## config.mk

```make
export PLATFORM = sky130hd
export DESIGN_NAME = largest_usable_region_selector_top
export DESIGN_NICKNAME = d
export VERILOG_FILES = /design/src/rtl/lurs_pkg.sv /design/src/rtl/largest_usable_region_selector_top.sv /design/src/rtl/lurs_clip.sv
export SDC_FILE = /design/constraint.sdc
export NUM_CORES = 1
export LEC_CHECK = 0
export BUFFER_PORTS_ARGS = -buffer_cell sky130_fd_sc_hd__buf_2
export CORE_MARGIN = 3
export CORE_UTILIZATION = 35
export DETAILED_ROUTE_END_ITERATION = 12
export PLACE_DENSITY_LB_ADDON = 0.2
export RECOVER_POWER = 100
export SLEW_MARGIN = 20
export SYNTH_ARGS = -nofsm -noshare
export SYNTH_HDL_FRONTEND = slang
export SYNTH_SLANG_ARGS = --single-unit
```

## constraint.sdc

```tcl
create_clock -name clock -period 18.5 [get_ports clock]
set_clock_uncertainty 0.05 [all_clocks]
set_input_delay 2.775 -clock clock [delete_from_list [all_inputs] [get_ports clock]]
set_output_delay 2.775 -clock clock [all_outputs]
set_load 0.01 [all_outputs]
```

## src/rtl/lurs_pkg.sv

```systemverilog
// Shared types and constants for the largest usable region selector.
// No dependencies; imported by lurs_clip and largest_usable_region_selector_top.

package lurs_pkg;

   // address width of everything kept below and at 4 GiB
   localparam int ADDR_W = 33;
   localparam int CSR_IDX_W = 1;

   // register indexes on the csr port
   localparam logic [CSR_IDX_W-1:0] CSR_KERNEL_FLOOR = 1'b0;
   localparam logic [CSR_IDX_W-1:0] CSR_MIN_SIZE     = 1'b1;

   // reset values of the registers
   localparam logic [ADDR_W-1:0] KERNEL_FLOOR_RST = 33'h0;
   localparam logic [ADDR_W-1:0] MIN_SIZE_RST     = 33'h0_1000_0000;

   // top of the usable window
   localparam logic [ADDR_W-1:0] WINDOW_END = 33'h1_0000_0000;

   // memory type code for usable ram
   localparam logic [31:0] KIND_USABLE = 32'd1;

   // clamped but not yet aligned candidate region
   typedef struct packed {
      logic              ok;
      logic [ADDR_W-1:0] lo;
      logic [ADDR_W-1:0] hi;
   } cand_type;

endpackage

```

## src/rtl/largest_usable_region_selector_top.sv

```systemverilog
// Largest usable region selector: scans memory-map entries, keeps the widest one.
// A final request goes from the input register into the result register once the result
// register has room. Throughput: one request per cycle; clamp, align and compare run between
// the input register and the kept region / result register. A final request waits
// only while an earlier result is stalled. Reset (synchronous, active high): registers
// empty, kept region 0..0, kernel floor 0, minimum size 256 MiB. Uses lurs_pkg, lurs_clip.

module largest_usable_region_selector_top #(
   parameter int REGION_ALIGN = 16   // power of two, 1 to 4096
) (
   input  logic                           clock,
   input  logic                           reset,
   // request channel
   input  logic                           req_valid,
   output logic                           req_stall,
   input  logic [63:0]                    req_region_base,
   input  logic [63:0]                    req_region_length,
   input  logic [31:0]                    req_region_kind,
   input  logic                           req_is_final,
   // result channel
   output logic                           rsp_valid,
   input  logic                           rsp_stall,
   output logic                           rsp_found,
   output logic [lurs_pkg::ADDR_W-1:0]    rsp_heap_start,
   output logic [lurs_pkg::ADDR_W-1:0]    rsp_heap_limit,
   // configuration port
   input  logic                           csr_write_en,
   input  logic [lurs_pkg::CSR_IDX_W-1:0] csr_index,
   input  logic [lurs_pkg::ADDR_W-1:0]    csr_wdata
);
   import lurs_pkg::*;

   localparam logic [ADDR_W-1:0] ALIGN_MASK = ADDR_W'(REGION_ALIGN - 1);

   // configuration registers
   logic [ADDR_W-1:0] kernel_floor_ff;
   logic [ADDR_W-1:0] min_size_ff;

   // input register
   logic              s1_valid_ff;
   logic [63:0]       s1_base_ff;
   logic [63:0]       s1_length_ff;
   logic              s1_kind_ok_ff;
   logic              s1_final_ff;

   // clamped and aligned candidate
   cand_type          cand;
   logic [ADDR_W-1:0] lo_al;
   logic [ADDR_W-1:0] hi_al;
   logic [ADDR_W-1:0] cand_width;
   logic              cand_ok;

   // kept region
   logic [ADDR_W-1:0] best_start_ff;
   logic [ADDR_W-1:0] best_limit_ff;
   logic [ADDR_W-1:0] best_width_ff;
   logic [ADDR_W-1:0] best_start_in;
   logic [ADDR_W-1:0] best_limit_in;
   logic [ADDR_W-1:0] best_width_in;
   logic              take;
   logic              found_in;

   // result register
   logic              rsp_valid_ff;
   logic              rsp_found_ff;
   logic [ADDR_W-1:0] rsp_start_ff;
   logic [ADDR_W-1:0] rsp_limit_ff;

   // flow control
   logic out_ready;
   logic s1_go;
   logic retire;
   logic emit;

   // only a final request needs room in the result register
   assign out_ready = !rsp_valid_ff || !rsp_stall;
   assign s1_go     = !s1_valid_ff || !s1_final_ff || out_ready;
   assign req_stall = !s1_go;
   assign retire    = s1_valid_ff && s1_go;
   assign emit      = retire && s1_final_ff;

   // configuration writes
   always_ff @(posedge clock) begin
      if (reset) begin
         kernel_floor_ff <= KERNEL_FLOOR_RST;
         min_size_ff     <= MIN_SIZE_RST;
      end else if (csr_write_en) begin
         case (csr_index)
            CSR_KERNEL_FLOOR: kernel_floor_ff <= csr_wdata;
            CSR_MIN_SIZE:     min_size_ff     <= csr_wdata;
            default:          ;
         endcase
      end
   end

   // input register capture
   always_ff @(posedge clock) begin
      if (reset) begin
         s1_valid_ff <= 1'b0;
      end else if (s1_go) begin
         s1_valid_ff <= req_valid;
      end
   end

   always_ff @(posedge clock) begin
      if (s1_go && req_valid) begin
         s1_base_ff    <= req_region_base;
         s1_length_ff  <= req_region_length;
         s1_kind_ok_ff <= (req_region_kind == KIND_USABLE);
         s1_final_ff   <= req_is_final;
      end
   end

   // clamp to the window
   lurs_clip u_clip (
      .base         (s1_base_ff),
      .length       (s1_length_ff),
      .kind_ok      (s1_kind_ok_ff),
      .kernel_floor (kernel_floor_ff),
      .cand         (cand)
   );

   // align start up and end down
   assign lo_al      = (cand.lo + ALIGN_MASK) & ~ALIGN_MASK;
   assign hi_al      = cand.hi & ~ALIGN_MASK;
   assign cand_ok    = cand.ok && (hi_al > lo_al);
   assign cand_width = hi_al - lo_al;

   // keep the strictly wider region
   always_comb begin
      take          = cand_ok && (cand_width > best_width_ff);
      best_start_in = take ? lo_al      : best_start_ff;
      best_limit_in = take ? hi_al      : best_limit_ff;
      best_width_in = take ? cand_width : best_width_ff;
      found_in      = (best_width_in != '0) && (best_width_in >= min_size_ff);
   end

   // kept region is cleared after a final request reports it
   always_ff @(posedge clock) begin
      if (reset) begin
         best_start_ff <= '0;
         best_limit_ff <= '0;
         best_width_ff <= '0;
      end else if (emit) begin
         best_start_ff <= '0;
         best_limit_ff <= '0;
         best_width_ff <= '0;
      end else if (retire) begin
         best_start_ff <= best_start_in;
         best_limit_ff <= best_limit_in;
         best_width_ff <= best_width_in;
      end
   end

   // result register
   always_ff @(posedge clock) begin
      if (reset) begin
         rsp_valid_ff <= 1'b0;
      end else if (emit) begin
         rsp_valid_ff <= 1'b1;
      end else if (!rsp_stall) begin
         rsp_valid_ff <= 1'b0;
      end
   end

   always_ff @(posedge clock) begin
      if (emit) begin
         rsp_found_ff <= found_in;
         rsp_start_ff <= best_start_in;
         rsp_limit_ff <= best_limit_in;
      end
   end

   assign rsp_valid      = rsp_valid_ff;
   assign rsp_found      = rsp_found_ff;
   assign rsp_heap_start = rsp_start_ff;
   assign rsp_heap_limit = rsp_limit_ff;

   // kept width always matches the kept bounds
   a_width_tracks : assert property (@(posedge clock) disable iff (reset)
      best_width_ff == best_limit_ff - best_start_ff)
      else $error("kept width out of step with kept region");

   // a reported region is cleared on the next cycle
   a_clear_after_emit : assert property (@(posedge clock) disable iff (reset)
      emit |=> (best_width_ff == '0) && (best_start_ff == '0))
      else $error("kept region not cleared after final request");

   // a found region is nonempty and aligned
   a_found_sane : assert property (@(posedge clock) disable iff (reset)
      (rsp_valid_ff && rsp_found_ff) |->
         (rsp_limit_ff > rsp_start_ff) && ((rsp_start_ff & ALIGN_MASK) == '0))
      else $error("found region empty or misaligned");

endmodule

```

## src/rtl/lurs_clip.sv

```systemverilog
// Clamp of one memory-map entry to the window [kernel floor, 4 GiB).
// Depends on lurs_pkg for cand_type and address constants.

module lurs_clip (
   input  logic [63:0]                 base,
   input  logic [63:0]                 length,
   input  logic                        kind_ok,
   input  logic [lurs_pkg::ADDR_W-1:0] kernel_floor,
   output lurs_pkg::cand_type          cand
);
   import lurs_pkg::*;

   logic [64:0]       end_sum;
   logic              end_big;
   logic              base_big;
   logic [ADDR_W-1:0] hi;
   logic [ADDR_W-1:0] lo;

   // end computed with carry, so a wrap counts as saturated
   assign end_sum  = {1'b0, base} + {1'b0, length};
   assign end_big  = (end_sum[64:32] != 33'd0);
   assign hi       = end_big ? WINDOW_END : {1'b0, end_sum[31:0]};

   // start raised to the floor; a base at or above 2^33 is always past the end
   assign base_big = (base[63:ADDR_W] != '0);
   assign lo       = (base[ADDR_W-1:0] > kernel_floor) ? base[ADDR_W-1:0] : kernel_floor;

   always_comb begin
      cand.ok = kind_ok && (length != 64'd0) && !base_big && (lo < hi);
      cand.lo = lo;
      cand.hi = hi;
   end

endmodule

```

==> summary.txt, run 1 <==
ANT cells: 0
Met3 wire length: 4700 um
Asr flop ratio synth: 0%
Layout area overhead: 14.6%
Pre-CTS setup slack: 4.54 ns
DRT Pass-1 Iters: 5
Worst Setup SP: s1_base_ff[13]$_DFFE_PP_
Simple-gate portion of the synthesized area: 17.0%
Rel. slew slack: -174%
Initial antenna violation count: 0
Fin. max-slew vios: 347
Worst setup SP type: flop
Metal2 WL: 35800 um
Crit path top cell by count: o21ai_0
Max-Cap Viols: 6
Largest family of logic cells by synthesized area: simple AND/OR/NAND/NOR gates
Non-filler instance count after layout: 3698
Unrepaired setup endpoints after global routing: false
First-pass GRT wire length: 121000 um
CTS Sinks: 364
Cts bufs inserted: 44
Wire length on met1: 38300 um
Reg clk slew, reported paths: 0.06 ns
Number of flops mapped to enable cells by yosys: 197
Max Root-Sink Buffers: 3
Post-route setup TNS: 0 ns
DRC violations left: 0
Count of final setup violators: 0
Antenna viol nets, final: 0
Final hold viol count: 0
Post-Synth XOR/XNOR Area: 3.06%
Worst Setup End Kind: flop
CTS Root Cell: clkbuf_16
Flops & latches, synth: 364
Hold_ws: 0.402 ns
Skew-Pair Late Insertion Delay: 0.60 ns
Placed Cells: 3616
Registers with the most flip-flops: s1_base_ff x64, s1_length_ff x64
DR vias/cell: 5.45
Post-Syn Nets: 2992
Crit Path Max Fanout: 63
Filler cells: 6668
Min Tclk post-route: 15.55 ns
Vias in the first global route: 19900
Primary FF master, synth: edfxtp_1
Fmax achieved: 0.0643 GHz
CTS resizes: 0
Die W: 265 um
Die Y: 265 um
Hold WC Path Type: reg -> reg
GPL Wtd Cong: 0.967
Post-CTS Hold Fix Bufs: 0
Final worst setup slack: 2.95 ns
GRT overflow: 0
Routed length per instance: 21.9 um
Fin crit share: 84.1%
Die ar.: 0.0702 mm^2
Status: finished with violations
Initial Util: 35.5%
Post-DP HPWL: 64900 um
Failing checks: capacitance limit, slew limit
Htree depth: 2
Reg2Reg Depth: 52
CP Data Required Time: 18.77 ns
Hold Path Depth: 1
DRT iter0 DRCs: 1602
Adder-cell share of the synthesized area: 11.9%
Layout Nets: 3219
Largest net degree at the start of global routing: 89
Worst ir drop on vdd: 0.0636 mV
Hold Startpoint: best_limit_ff[3]$_SDFFE_PP0P_
Setup repair bufs after CTS: 0
# IOs: 269
Number of I/O port buffers: 268
# rows: 94
Slowest-stage cell, CP: a21oi_1
Share of cells above drive strength 1: 11.4%
Netlist Area Pre-Place: 0.0235 mm^2
Leakage: 10.5 nW
DRT Wirelength: 80900 um
Critical path class: reg -> reg
Syn avg cell area: 9.13 um^2
Complex-gate fraction of the synthesized area: 15.2%
Top layer in use: met4
CTS tree: yes
CP arrival: 15.82 ns
Core Area: 0.0661 mm^2
Synth cell types: 80
Ys Warns: 0
Tot GR Track Use: 22.4%
Routed vias: 20200
Syn Inst Count: 2571
Slew @ Worst Pin: 4.11 ns
Mux contribution to synthesized area: 8.00%
Reg2reg start: s1_base_ff[13]$_DFFE_PP_
Pwr dens: 84.3 mW/mm^2
Largest stage delay, worst path: 0.92 ns
Sequential fraction of the synthesis area: 39.4%
==> cell usage after synthesis (all sizes together) (7+ instances only) <==
cell type / count / area share [%]
or2: 9 / 0.24
nor2: 205 / 3.3
a21o: 55 / 1.8
xnor2: 60 / 2.2
o21bai: 21 / 0.67
edfxtp: 197 / 25
o21ai: 132 / 2.8
inv: 205 / 3.3
and3: 11 / 0.29
a221oi: 12 / 0.47
nor2b: 31 / 0.83
a211oi: 17 / 0.63
a21oi: 223 / 4.8
mux2: 61 / 2.9
clkbuf: 52 / 0.83
nand3: 33 / 0.70
nor4: 53 / 1.4
nand2: 290 / 4.6
and2: 25 / 0.67
o211ai: 16 / 0.51
or4: 10 / 0.32
dfxtp: 167 / 14
o31ai: 9 / 0.29
buf: 50 / 1.4
nand2b: 25 / 0.67
a31oi: 13 / 0.35
a22oi: 8 / 0.28
nand4: 72 / 1.9
o21a: 17 / 0.54
nor3: 45 / 0.96
nor4b: 7 / 0.26
or3: 11 / 0.29
ha: 219 / 12
xor2: 22 / 0.82
mux2i: 119 / 5.1
==> logic make-up after synthesis <==
group / Yosys count
AO/OA/AOI/OAI: 575
XOR/XNOR: 82
adder cells (fa/ha/maj): 222
buffers and inverters: 307
flip-flops: 364
multiplexers: 180
AND/OR/NAND/NOR: 841
==> report_power, final <==
part / switching (W) / leakage, nW / internal (W)
Clock: 0.000380 / 0.736 / 0.000532
Combinational: 0.000295 / 6.42 / 0.000159
Sequential: 0.0000223 / 3.36 / 0.000880
==> final cells by class <==
type / count / area, um^2 / area share (%)
Clock buffer: 51 / 1170 / 4.35
Clock inverter: 31 / 364 / 1.35
Inverter: 205 / 769 / 2.86
Multi-Input combinational cell: 1900 / 13000 / 48.1
Sequential cell: 364 / 9260 / 34.4
Tap cell: 864 / 1080 / 4.02
Timing Repair Buffer: 283 / 1320 / 4.90
==> critical path: cells and delay by family (launching register included) <==
kind | cells | cell delay (ns)
flops | 1 | 0.47
buf+inv | 3 | 2.12
xor+xnor | 1 | 0.34
compound gates | 25 | 5.97
simple gates | 17 | 4.14
fa+ha+maj | 5 | 1.90
mux | 1 | 0.14
==> layer usage <==
| metal | vias up | global-route usage, % |
|---|---|---|
| met3 | 99 | 3.02 |
| li1 | 9748 | - |
| met1 | 9719 | 32.2 |
| met4 | 0 | 6.05 |
| met5 | - | 0 |
| met2 | 606 | 35.6 |
==> worst paths after layout <==
path | endpoint | slack, ns
worst max-delay path | rsp_found$_DFFE_PP_ | 2.95
worst min-delay path | best_limit_ff[3]$_SDFFE_PP0P_ | 0.40
worst max register to register | rsp_found$_DFFE_PP_ | 2.95
worst min register to register | best_limit_ff[3]$_SDFFE_PP0P_ | 0.40
==> cells in the final DEF (no fill, tap or decap), drive strengths merged, types with 12 or more instances in the layout <==
| cell | instances |
|---|---|
| nor4 | 53 |
| o21ai | 132 |
| ha | 219 |
| xnor2 | 60 |
| nor2 | 205 |
| a211oi | 17 |
| nand4 | 72 |
| a31oi | 13 |
| dfxtp | 167 |
| nand3 | 33 |
| o21a | 17 |
| inv | 207 |
| and2 | 25 |
| a21oi | 223 |
| nor3 | 45 |
| clkbuf | 149 |
| a21o | 55 |
| nand2b | 25 |
| nand2 | 290 |
| o211ai | 16 |
| mux2i | 119 |
| nor2b | 31 |
| xor2 | 22 |
| o21bai | 21 |
| clkinv | 18 |
| mux2 | 61 |
| a221oi | 12 |
| buf | 185 |
| edfxtp | 197 |
==> per-stage QoR <==
stage | utilization, % | total power, W | area (um^2)
after detailed placement | 38.6 | 0.00136 | 25500
after CTS | 41.0 | 0.00229 | 27100
after floorplan | - | 0.00121 | 23500
after global placement | 38.6 | 0.00136 | 25500
final | 40.7 | 0.00227 | 26900
after global routing | 40.7 | 0.00237 | 26900
Note: power is estimated with default switching activity, not from simulation.
==> inputs of run 2 (changes only) <==
==> constraint.sdc (replaced) <==
create_clock -name clock -period 15.8 [get_ports clock]
set_clock_uncertainty 0.05 [all_clocks]
set_input_delay 2.37 -clock clock [delete_from_list [all_inputs] [get_ports clock]]
set_output_delay 2.37 -clock clock [all_outputs]
set_load 0.01 [all_outputs]
==> run 2 against run 1 <==
  * The run still ends with capacitance limit, slew limit left
  * Via count decreased by 0.27%
  * Cell area about the same
  * Die area stayed put
  * Critical endpoint is now best_limit_ff[3]$_SDFFE_PP0P_
  * Largest cell class unchanged
==> summary.txt, run 2 (same netlist as run 1, synthesis figures left out) <==
Rel. slew slack: -155% (+19 points)
CTS Sinks: 364 (unchanged)
Initial antenna violation count: 4 (+4)
Core Area: 0.0661 mm^2 (unchanged)
Fmax achieved: 0.0715 GHz (+11%)
Htree depth: 2 (unchanged)
Most common cell after layout, fill and taps aside: nand2_1
Unrepaired setup endpoints after global routing: false
DRC violations left: 0 (unchanged)
Layout Nets: 3218 (-0.031%)
Final hold viol count: 0 (unchanged)
CTS Root Cell: clkbuf_16
Critical path class: reg -> reg
Worst path top cell family by delay: compound AO/OA/AOI/OAI gates
Fin. max-slew vios: 305 (-12%)
Filler cells: 6668 (unchanged)
ANT cells: 0 (unchanged)
# IOs: 269 (unchanged)
CP Data Required Time: 16.23 ns (-2.54 ns)
Largest stage delay, worst path: 2.03 ns (+1.11 ns)
Fin crit share: 88.5% (+4.5 points)
Crit Path Max Fanout: 51 (-19%)
Cts bufs inserted: 44 (unchanged)
Routed length per instance: 21.7 um (-0.86%)
Post-DP HPWL: 64600 um (-0.47%)
Reg2Reg Depth: 39 (-25%)
Min Tclk post-route: 13.98 ns (-1.57 ns)
Failing checks: capacitance limit, slew limit
Flop-to-flop setup slack: 1.82 ns (-1.13 ns)
Max Root-Sink Buffers: 3 (unchanged)
DR vias/cell: 5.44 (-0.25%)
GRT overflow: 0 (unchanged)
Worst Setup End Kind: flop
CTS tree: yes
Hold WC Path Type: reg -> reg
DRT Wirelength: 80200 um (-0.89%)
Initial Util: 35.5% (unchanged)
Status: finished with violations
Slew @ Worst Pin: 3.83 ns (-0.282 ns)
Tot GR Track Use: 22.3% (-0.16 points)
Post-route setup TNS: 0 ns (unchanged)
Registers with the most flip-flops: s1_base_ff x64, s1_length_ff x64
Vias in the first global route: 19800 (-0.65%)
Pwr dens: 98.1 mW/mm^2 (+16%)
Crit path top cell by count: nand4_1
Share of cells above drive strength 1: 11.3% (-0.10 points)
CP arrival: 14.42 ns (-1.40 ns)
Antenna viol nets, final: 0 (unchanged)
Layout area overhead: 14.6% (about the same)
Worst ir drop on vdd: 0.0736 mV (+16%)
Post-CTS Hold Fix Bufs: 0 (unchanged)
CP Buf/Inv Count: 4 (+1)
Leakage: 10.5 nW (about the same)
Most frequent cells in the layout: 289 x nand2_1, 219 x ha_1, 218 x a21oi_1
DRT iter0 DRCs: 1537 (-4.1%)
Reg clk slew, reported paths: 0.07 ns (about the same)
Hold_ws: 0.404 ns (+0.00175 ns)
Die Y: 265 um (unchanged)
First-pass GRT wire length: 120000 um (-1.2%)
Die W: 265 um (unchanged)
Slowest-stage cell, CP: clkbuf_1
Skew-Pair Late Insertion Delay: 0.60 ns (about the same)
Count of final setup violators: 0 (unchanged)
Routed vias: 20100 (-0.27%)
Die ar.: 0.0702 mm^2 (unchanged)
Reg2reg end: best_limit_ff[3]$_SDFFE_PP0P_
# rows: 94 (unchanged)
Reg2reg start: s1_base_ff[13]$_DFFE_PP_
GPL Wtd Cong: 0.938 (-3.0%)
Min-Delay Endpoint: best_start_ff[2]$_SDFFE_PP0P_
Hold Startpoint: best_start_ff[2]$_SDFFE_PP0P_
Largest net degree at the start of global routing: 106 (+19%)
CTS resizes: 0 (unchanged)
Worst setup SP type: flop
Hold Path Depth: 1 (unchanged)
Number of I/O port buffers: 268 (unchanged)
DRT Pass-1 Iters: 5 (unchanged)
Setup repair bufs after CTS: 0 (unchanged)
Max-Cap Viols: 5 (-1)
-- run 2: cell types whose count changed in the layout (fill, tap and decap cells not counted), sizes merged --
cell    before  now
clkinv      18   15
clkbuf     149  145
inv        207  212
buf        185  186
-- run 2: power breakdown --
| part | switching (W) | internal, W |
|---|---|---|
| Combinational | 0.000342 | 0.000185 |
| Sequential | 0.0000262 | 0.00103 |
| Clock | 0.000445 | 0.000611 |
-- run 2: routing by layer --
metal  track usage (%)  wire [um]  vias up
li1                  -          -     9730
met1              31.7      37500     9669
met2              34.8      35500      620
met3              3.41       4830       96
met4              7.14       2410        2
met5                 0         11        -
-- run 2: layout make-up --
class	instances	area (um^2)	area share, %
flip-flops and latches	364	9260	34.4
well taps	864	1080	4.02
repair buffers	282	1330	4.94
clock buffers	49	1130	4.20
inverters	205	769	2.86
multi-input cells	1900	13000	48.2
clock inverters	33	384	1.43
-- run 2: per-stage QoR --
step / utilization (%) / std cells / setup WS [ns] / total power (W) / area (um^2)
3_3_place_gp: 38.6 / 3615 / 2.65 / 0.00159 / 25500
6_report: 40.7 / 3697 / 1.82 / 0.00264 / 26900
2_1_floorplan: - / 2571 / 5.22 / 0.00141 / 23500
3_5_place_dp: 38.6 / 3615 / 2.23 / 0.00159 / 25500
4_1_cts: 40.9 / 3697 / 2.15 / 0.00266 / 27100
5_1_grt: 40.7 / 3697 / 0.905 / 0.00276 / 26900
-- run 2: worst reg2reg max path: cells and delay by family (launching register included) --
| family | cells | cell delay [ns] |
|---|---|---|
| multiplexers | 1 | 0.15 |
| adder cells (fa/ha/maj) | 3 | 1.38 |
| XOR/XNOR | 1 | 0.35 |
| AO/OA/AOI/OAI | 15 | 4.01 |
| flip-flops | 1 | 0.48 |
| buffers and inverters | 4 | 3.46 |
| AND/OR/NAND/NOR | 15 | 4.02 |
-- run 2: worst max path at each step --
| stage | startpoint | endpoint | slack [ns] | cells after the start |
|---|---|---|---|---|
| 2_1_floorplan | s1_base_ff[6]$_DFFE_PP_ | rsp_found$_DFFE_PP_ | 5.22 | 53 |
| 3_3_place_gp | s1_length_ff[0]$_DFFE_PP_ | rsp_found$_DFFE_PP_ | 2.65 | 51 |
| 3_5_place_dp | s1_base_ff[13]$_DFFE_PP_ | rsp_found$_DFFE_PP_ | 2.23 | 51 |
| 4_1_cts | s1_base_ff[13]$_DFFE_PP_ | rsp_found$_DFFE_PP_ | 2.15 | 51 |
| 5_1_grt | s1_base_ff[13]$_DFFE_PP_ | rsp_found$_DFFE_PP_ | 0.91 | 51 |
| 6_report | s1_base_ff[13]$_DFFE_PP_ | best_limit_ff[3]$_SDFFE_PP0P_ | 1.82 | 39 |
